<file path="config.mk">
export PLATFORM = sky130hd
export DESIGN_NAME = sclt_seq
export DESIGN_NICKNAME = d
export VERILOG_FILES = /design/src/design/sclt_pkg.sv /design/src/design/sclt_seq.sv
export SDC_FILE = /design/constraint.sdc
export NUM_CORES = 1
export LEC_CHECK = 0
export BUFFER_PORTS_ARGS = -buffer_cell sky130_fd_sc_hd__buf_2
export CAP_MARGIN = 20
export CORE_ASPECT_RATIO = 2
export CORE_UTILIZATION = 51
export DETAILED_ROUTE_END_ITERATION = 8
export GPL_ROUTABILITY_DRIVEN = 0
export MAX_ROUTING_LAYER = met4
export PLACE_DENSITY = 0.81
export SLEW_MARGIN = 30
export SYNTH_ARGS = -nofsm -noshare
export SYNTH_HDL_FRONTEND = slang
export SYNTH_SLANG_ARGS = --single-unit
</file>
<file path="constraint.sdc">
create_clock -name clock -period 4.5 [get_ports clock]
set_clock_uncertainty 0.2 [all_clocks]
set_input_delay 0.45 -clock clock [delete_from_list [all_inputs] [get_ports clock]]
set_output_delay 0.45 -clock clock [all_outputs]
set_load 0.1 [all_outputs]
</file>
<file path="src/design/sclt_pkg.sv">
package sclt_pkg;

   typedef struct packed {
      logic        operation;
      logic [31:0] address;
   } req_type;

   typedef struct packed {
      logic        hit;
      logic [31:0] hit_count;
      logic [31:0] access_count;
   } rsp_type;

   typedef enum logic {
      OP_FIND,
      OP_FILL
   } op_type;

   typedef struct packed {
      logic   start;
      op_type op;
   } seq_cmd_type;

   typedef struct packed {
      logic done;
      logic found;
   } seq_sts_type;

   localparam logic [1:0] REG_WAY_LOG2   = 2'd0;
   localparam logic [1:0] REG_ALLOC_ST   = 2'd1;
   localparam logic [1:0] REG_PF_MODE    = 2'd2;

   localparam logic [1:0] PF_ALWAYS      = 2'd1;
   localparam logic [1:0] PF_ON_MISS     = 2'd2;

endpackage

</file>
<file path="src/design/sclt_seq.sv">
module sclt_seq #(
   parameter int LINES = 512,
   parameter int LW    = 27
) (
   input  logic                          clock,
   input  logic                          reset,
   input  sclt_pkg::seq_cmd_type         cmd,
   input  logic [$clog2(LINES)-1:0]      base,
   input  logic [LW-1:0]                 tag,
   input  logic [$clog2(LINES):0]        ways,
   output sclt_pkg::seq_sts_type         sts,
   output logic                          rd_en,
   output logic [$clog2(LINES)-1:0]      rd_addr,
   input  logic [LW+$clog2(LINES):0]     rd_data,
   output logic                          wr_en,
   output logic [$clog2(LINES)-1:0]      wr_addr,
   output logic [LW+$clog2(LINES):0]     wr_data
);
   import sclt_pkg::*;

   localparam int LL = $clog2(LINES);

   typedef enum logic [1:0] {
      S_IDLE,
      S_SCAN,
      S_UPD
   } state_type;

   state_type     state_ff;
   op_type        op_ff;
   logic [LL:0]   iss_ff;
   logic          rd_vld_ff;
   logic [LL-1:0] rd_way_ff;
   logic          found_ff, found_in;
   logic [LL-1:0] fway_ff, fway_in;
   logic [LL-1:0] former_ff, former_in;
   logic          inv_ff, inv_in;
   logic [LL-1:0] inv_way_ff, inv_way_in;
   logic [LL-1:0] best_ff, best_in;
   logic [LL-1:0] victim_ff, victim_in;
   logic          fill_inv_ff;
   logic [LL-1:0] tgt_ff;
   logic          done_ff;
   logic          found_out_ff;

   logic          e_valid;
   logic [LW-1:0] e_tag;
   logic [LL-1:0] e_rank;
   logic          last;
   logic [LL:0]   ways_m1;
   logic [LL-1:0] n_rank;
   logic [LW-1:0] n_tag;
   logic          n_valid;

   assign {e_valid, e_tag, e_rank} = rd_data;
   assign ways_m1 = ways - 1'b1;
   assign last    = rd_vld_ff && (rd_way_ff == ways_m1[LL-1:0]);
   assign rd_en   = ((state_ff == S_SCAN) || (state_ff == S_UPD)) && (iss_ff < ways);
   assign rd_addr = base + iss_ff[LL-1:0];
   assign wr_en   = (state_ff == S_UPD) && rd_vld_ff;
   assign wr_addr = base + rd_way_ff;
   assign wr_data = {n_valid, n_tag, n_rank};
   assign sts.done  = done_ff;
   assign sts.found = found_out_ff;

   // scan trackers
   always_comb begin
      found_in   = found_ff;
      fway_in    = fway_ff;
      former_in  = former_ff;
      inv_in     = inv_ff;
      inv_way_in = inv_way_ff;
      best_in    = best_ff;
      victim_in  = victim_ff;
      if (rd_vld_ff) begin
         if (e_valid && (e_tag == tag) && !found_ff) begin
            found_in  = 1'b1;
            fway_in   = rd_way_ff;
            former_in = e_rank;
         end
         if (!e_valid && !inv_ff) begin
            inv_in     = 1'b1;
            inv_way_in = rd_way_ff;
         end
         if ((rd_way_ff == '0) || (e_rank > best_ff)) begin
            best_in   = e_rank;
            victim_in = rd_way_ff;
         end
      end
   end

   // rank update of one way
   always_comb begin
      n_valid = e_valid;
      n_tag   = e_tag;
      n_rank  = e_rank;
      if (op_ff == OP_FIND) begin
         if (rd_way_ff == fway_ff) begin
            n_rank = '0;
         end else if (e_valid && (e_rank < former_ff)) begin
            n_rank = e_rank + 1'b1;
         end
      end else if (fill_inv_ff) begin
         if (rd_way_ff == tgt_ff) begin
            n_valid = 1'b1;
            n_tag   = tag;
            n_rank  = '0;
         end else if ((rd_way_ff < tgt_ff) && e_valid) begin
            n_rank = e_rank + 1'b1;
         end
      end else begin
         if (rd_way_ff == tgt_ff) begin
            n_tag  = tag;
            n_rank = '0;
         end else if (e_valid) begin
            n_rank = e_rank + 1'b1;
         end
      end
   end

   always_ff @(posedge clock) begin
      if (reset) begin
         state_ff  <= S_IDLE;
         rd_vld_ff <= 1'b0;
         done_ff   <= 1'b0;
      end else begin
         rd_vld_ff <= rd_en;
         if (rd_en) begin
            rd_way_ff <= iss_ff[LL-1:0];
            iss_ff    <= iss_ff + 1'b1;
         end
         case (state_ff)
            S_IDLE: begin
               done_ff <= 1'b0;
               if (cmd.start) begin
                  op_ff    <= cmd.op;
                  iss_ff   <= '0;
                  found_ff <= 1'b0;
                  inv_ff   <= 1'b0;
                  state_ff <= S_SCAN;
               end
            end
            S_SCAN: begin
               found_ff   <= found_in;
               fway_ff    <= fway_in;
               former_ff  <= former_in;
               inv_ff     <= inv_in;
               inv_way_ff <= inv_way_in;
               best_ff    <= best_in;
               victim_ff  <= victim_in;
               if (last) begin
                  if ((op_ff == OP_FIND) && (!found_in || (former_in == '0))) begin
                     done_ff      <= 1'b1;
                     found_out_ff <= found_in;
                     state_ff     <= S_IDLE;
                  end else begin
                     fill_inv_ff <= inv_in;
                     tgt_ff      <= inv_in ? inv_way_in : victim_in;
                     iss_ff      <= '0;
                     state_ff    <= S_UPD;
                  end
               end
            end
            S_UPD: begin
               if (last) begin
                  done_ff      <= 1'b1;
                  found_out_ff <= found_ff;
                  state_ff     <= S_IDLE;
               end
            end
            default: begin
               state_ff <= S_IDLE;
            end
         endcase
      end
   end

endmodule

</file>
Word-level counts from Yosys, hierarchy flattened
Index checks and enable logic that the tools add are counted.

word-level totals
  register bits after elaboration = 82
  bits in latches = 0
  RAM bits = 0
  memory bits (read-only) = 0
  input bits = 87
  logic and storage cells = 115
  memories kept = 0

operators by class
  add/sub/neg operators = 5
  $mul = 0
  div/mod/pow operators = 0
  order comparisons = 4
  eq/ne operators = 10
  shift-type cells = 0
  multiplexer cells = 45
  bitwise operators = 3
  reduce and logical (&&, ||, !) cells = 32

operators with widths
  cell                                                                 count
  9-bit two-way mux                                                    15
  27-bit two-way mux                                                   2
  10-bit two-way mux                                                   4
  27-bit equality test                                                 1
  9-bit equality test                                                  3
  10-bit one-hot mux with 2 select lines                               1
  9-bit adder                                                          2
  9-bit logical NOT                                                    2
  9-bit less-than comparator                                           2
  4-bit AND reduction                                                  4
  1-bit two-way mux                                                    14
  10-bit by 1-bit adder with 10-bit output (second input constant)     1
  10-bit less-than comparator                                          1
  9-bit by 1-bit adder with 9-bit output (second input constant)       1
  9-bit > comparator                                                   1
  1-bit logical AND                                                    9
  3-bit AND reduction                                                  3
  9-bit by 1-bit subtractor with 9-bit output (second input constant)  1
  2-bit two-way mux                                                    4
  2-bit inequality test (second input constant)                        3
  1-bit one-hot mux with 2 select lines                                3
  2-bit one-hot mux with 3 select lines                                1
  5-bit AND reduction                                                  1
  1-bit logical NOT                                                    4
  other kinds (10)                                                     16

Logic depth before layout (Yosys ltp)
  depth after elaboration = 11
  mapped depth = 10
  gate-level depth less buffers = 10

Least setup slack after synthesis
OpenSTA, ideal clock, no wires.

  path type = input -> output
  start = in rd_data[5]
  end = out wr_data[2]
  arrival = 3,970 ps
  data required time = 3,850 ps
  path slack = -120 ps
  stages on the path = 8
  path through = ha_1 -> a21o_1 -> a211oi_1 -> o21a_1 -> o21ai_0 -> o22ai_1 -> nand2_1 -> o21ai_0

between the ends
  longest elaborated chain between the ends = 5

RTL lines
  element                     RTL line         text
  start: declaration          sclt_seq.sv:14   input logic [LW+$clog2(LINES):0] rd_data,
  9-bit less-than comparator  sclt_seq.sv:100  end else if (e_valid && (e_rank < former_ff)) begin
  1-bit logical AND           sclt_seq.sv:100
  9-bit two-way mux           sclt_seq.sv:100
  9-bit two-way mux           sclt_seq.sv:98   if (rd_way_ff == fway_ff) begin
  9-bit two-way mux           sclt_seq.sv:97   if (op_ff == OP_FIND) begin
  end: declaration            sclt_seq.sv:17   output logic [LW+$clog2(LINES):0] wr_data

Every way passes these cells.

Worst setup path in the final report
  start = reg rd_way_ff[2]
  end = out wr_data[4]

between the ends
  longest elaborated chain between the ends = 6
  elaborated cells between the ends (all ways) = 10
  classes of those cells = order compare (1); eq/ne (2); mux (6); reduce/logical (1)

RTL lines
  element                     RTL line         text
  start: declaration          sclt_seq.sv:33   logic [LL-1:0] rd_way_ff;
  start signal: assignment    sclt_seq.sv:129  rd_way_ff <= iss_ff[LL-1:0];
  9-bit less-than comparator  sclt_seq.sv:108  end else if ((rd_way_ff < tgt_ff) && e_valid) begin
  1-bit logical AND           sclt_seq.sv:108
  9-bit two-way mux           sclt_seq.sv:108
  9-bit two-way mux           sclt_seq.sv:104  if (rd_way_ff == tgt_ff) begin
  9-bit two-way mux           sclt_seq.sv:103  end else if (fill_inv_ff) begin
  9-bit two-way mux *         sclt_seq.sv:97

Mark *: on every way between the ends. The rest lies on a longest branch, timed or not.

==> key figures <==
Run status
  • Outcome: finished clean

Global route
  • First-pass GRT wire length: 26500 um
  • Number of antenna violations at the first check in global routing: 0
  • Total gr overflow: 0
  • Total global-route track usage: 0.2790
  • Largest net degree at the start of global routing: 29
  • Vias in the first global route: 5541

STA
  • Share of the cycle needed by the critical path after routing: 0.8664
  • Transition time of the tightest slew-check pin: 0.8783 ns
  • Final worst slack: between 0.6 and 0.7 ns
  • RSZ-0062 raised after global routing: no
  • Tightest slew margin relative to the limit: 0.4123
  • Max-slew violations: 0
  • Highest Clock Rate: 0.2565 GHz
  • Shortest clock period the worst path allows after layout: 3.899 ns
  • Count of endpoints failing hold in the final timing report: 0
  • Total Neg Setup Slack: 0 ns
  • Endpoints failing setup: 0

Finish
  • Area growth syn-to-layout: 17.75%
  • Count of filler cells inserted in the layout: between 900 and 1000
  • Commonest cells after routing, fill and taps aside: sky130_fd_sc_hd__buf_2, sky130_fd_sc_hd__edfxtp_1, sky130_fd_sc_hd__inv_1, sky130_fd_sc_hd__ha_1, sky130_fd_sc_hd__mux2_2
  • End-of-flow core utilization: 0.6151
  • Ratio of cells with drive above 1 in the final layout: 0.3145
  • Flip-flop and latch area: 2422 um^2
  • Net count reported at finish: 886
  • Area of the multi-input gates: 3540 um^2
  • Antenna cell count: 0
  • Most frequent standard cell in the layout excluding fill and tap cells: sky130_fd_sc_hd__buf_2

Clock network
  • Worst-Skew Late Latency: 0.34 ns
  • Root buffer cell: sky130_fd_sc_hd__clkbuf_16
  • Post-cts sizing count: 0
  • Clock-pin slew reported for the worst setup and hold paths after clock tree synthesis: 0.07 ns
  • Hold bufs inserted after CTS: 0
  • Number of buffers created by CTS: 9
  • Clk buf depth: 2
  • TritonCTS clock tree: yes
  • Number of levels in the clock H-tree: 3
  • # Post-CTS Setup Buffers: 0
  • Count of clock tree sinks: 82

Floorplan
  • Die X: 80.57 um
  • I/O pin cnt: approximately 150
  • Rows: 57
  • Die Ht: 159.1 um
  • Core region area: about 12000 um^2
  • Die area: between 10000 and 15000 um^2
  • Initial standard-cell utilization of the core: 0.5224

Synth
  • Cell variety after synth: 55
  • Register area share after synthesis: 0.3847
  • Fraction of synthesized cell area taken by the top area cell type: 0.3720
  • Number of synthesized flops with an enable pin: 78
  • Post-Synthesis Cells: just under 600
  • Share of flip-flops with an asynchronous set or reset: 0
  • Number of warnings printed during yosys synthesis: 0
  • Number of synthesized register bits: 82
  • Average cell area after synthesis: ~11 um^2
  • Post-Syn Nets: between 700 and 800
  • Most area-consuming cells after synthesis: sky130_fd_sc_hd__edfxtp_1, sky130_fd_sc_hd__ha_1, sky130_fd_sc_hd__mux2_2, sky130_fd_sc_hd__xor2_1, sky130_fd_sc_hd__xnor2_1
  • Cell area after synthesis: 6296 um^2
  • Top FF cell, synth: sky130_fd_sc_hd__edfxtp_1
  • Cell type with the largest total area after synthesis: sky130_fd_sc_hd__edfxtp_1

Worst setup path
  • Data required, critical path: just under 4 ns
  • Sort of element at the start of the critical path: flop
  • Arrival time worst endpoint: 3.25 ns
  • Worst R2R Start: rd_vld_ff
  • R2R depth: 7
  • Max FO, Critical Path: 11
  • Critical R2R Capture: tgt_ff[2]
  • Endpoint class of the critical path: output port
  • Register-to-register setup slack: 0.89 ns
  • Crit Path Category: flop to output port

Placed design
  • Post-DP HPWL: roughly 13000 um
  • Port Buf Inserts: between 100 and 150
  • Pre-CTS setup slack: 0.8627 ns

Detailed routing
  • DRT Pass-1 Iters: 4
  • Number of DRC violations after detailed-routing iteration 0: 372
  • Final wirelength: 16530 um
  • Detail-routed net length per standard cell: about 19 um
  • Drc violations: 0
  • Routed vias/inst: 5.915
  • Via total after detailed routing: 5270
  • Antenna-violating nets left: 0

Power and ir drop
  • Leakage power: 3.266 nW
  • Power per cell area: 337.1 nW/um^2
  • Worst vdd rail ir drop: roughly 0.00028 V

Worst hold path
  • Class of the tightest hold or removal check: input port to flop
  • Endpoint, Worst Hold: op_ff
  • Worst hold path startpoint: cmd[0]
  • WHS Path Cells: 1

Flow run
  • Max-cap violations: 0
==> critical path, stage by stage, from the launching register on <==
cell                       delay, ns
sky130_fd_sc_hd__edfxtp_1       0.62
sky130_fd_sc_hd__ha_1           0.41
sky130_fd_sc_hd__o21ai_0        0.17
sky130_fd_sc_hd__a21oi_1        0.06
sky130_fd_sc_hd__o31ai_1        0.22
sky130_fd_sc_hd__a222oi_1       0.13
sky130_fd_sc_hd__o22ai_1        0.57
sky130_fd_sc_hd__nand2_1        0.13
sky130_fd_sc_hd__o21ai_1        0.16
sky130_fd_sc_hd__buf_2          0.44
==> metrics by stage <==
step / hold slack, ns / std cells / total power, mW / area, um^2
after CTS: 0.07990 / 891 / 2.505 / 7413
after floorplan: 0.2351 / 595 / 1.583 / 6296
after detailed placement: 0.2688 / 875 / 1.765 / 7112
final: 0.08770 / 891 / 2.499 / 7413
after global routing: 0.07878 / 891 / 2.580 / 7413
after global placement: 0.2488 / 875 / 1.743 / 7112
==> cells in the mapped netlist (2+ instances only) <==
master,count
sky130_fd_sc_hd__fa_1,2
sky130_fd_sc_hd__xor2_1,44
sky130_fd_sc_hd__a211oi_1,9
sky130_fd_sc_hd__and2_1,4
sky130_fd_sc_hd__edfxtp_1,78
sky130_fd_sc_hd__a21oi_1,23
sky130_fd_sc_hd__nor4_1,13
sky130_fd_sc_hd__or4_1,2
sky130_fd_sc_hd__inv_1,58
sky130_fd_sc_hd__mux2i_1,4
sky130_fd_sc_hd__nor2b_1,6
sky130_fd_sc_hd__a31oi_1,4
sky130_fd_sc_hd__xnor2_1,27
sky130_fd_sc_hd__and3_1,10
sky130_fd_sc_hd__buf_4,4
sky130_fd_sc_hd__nand3_1,5
sky130_fd_sc_hd__mux2_2,49
sky130_fd_sc_hd__o21ai_0,30
sky130_fd_sc_hd__nor2_1,28
sky130_fd_sc_hd__buf_6,2
sky130_fd_sc_hd__o21a_1,8
sky130_fd_sc_hd__nand2_1,28
sky130_fd_sc_hd__o21bai_1,7
sky130_fd_sc_hd__a21o_1,7
sky130_fd_sc_hd__clkbuf_1,5
sky130_fd_sc_hd__a22o_1,2
sky130_fd_sc_hd__a22o_2,5
sky130_fd_sc_hd__nor3_1,18
sky130_fd_sc_hd__mux2_4,8
sky130_fd_sc_hd__dfxtp_1,4
sky130_fd_sc_hd__nand2b_1,6
sky130_fd_sc_hd__clkbuf_8,3
sky130_fd_sc_hd__nand4_1,13
sky130_fd_sc_hd__ha_1,58
==> routing by layer <==
metal | GRT usage | part of all wire | wire length, um
met2 | 0.4888 | 0.55 | 9051
met4 | 0.1656 | 0.050 | 826
met5 | - | 0 | 0
met3 | 0.03954 | 0.035 | 577
met1 | 0.2837 | 0.37 | 6074
==> power breakdown <==
group          switching (mW)  total, mW  internal (mW)
Sequential             0.0389      0.906          0.867
Combinational           0.643      0.849          0.206
Clock                   0.309      0.744          0.434
Total                   0.991       2.50           1.51
==> kinds of logic (layout without fill, tap and decap cells) <==
kind of cell | Yosys count | in the layout | synth area share
fa+ha+maj | 60 | 60 | 0.1216
xor+xnor | 71 | 71 | 0.09877
simple gates | 141 | 141 | 0.1173
flops | 82 | 82 | 0.3847
mux | 61 | 61 | 0.1131
buf+inv | 73 | 222 | 0.05306
compound gates | 107 | 107 | 0.1115
==> registers in the layout, indices dropped and copies added (netlist names), 2 cells and up <==
name        cells
iss_ff         10
best_ff         9
former_ff       9
rd_way_ff       9
fway_ff         9
victim_ff       9
inv_way_ff      9
state_ff        2
tgt_ff          9
==> worst max-delay path by stage <==
| stage | end | depth (start not counted) | start |
|---|---|---|---|
| after CTS | wr_data[3] | 9 | rd_way_ff[2] |
| after floorplan | wr_addr[8] | 10 | rd_way_ff[0] |
| after detailed placement | tgt_ff[1] | 8 | tag[16] |
| after global placement | tgt_ff[1] | 8 | tag[13] |
| after global routing | wr_data[4] | 9 | rd_way_ff[2] |
| final | wr_data[4] | 9 | rd_way_ff[2] |
==> layout make-up <==
class | count | area share
Inverter | 58 | 0.02937
Clock buffer | 9 | 0.03038
Timing Repair Buffer | 148 | 0.1009
Sequential cell | 82 | 0.3268
Multi-Input combinational cell | 440 | 0.4775
Clock inverter | 7 | 0.01030
Tap cell | 147 | 0.02481
(Power assumes the default switching activity.)
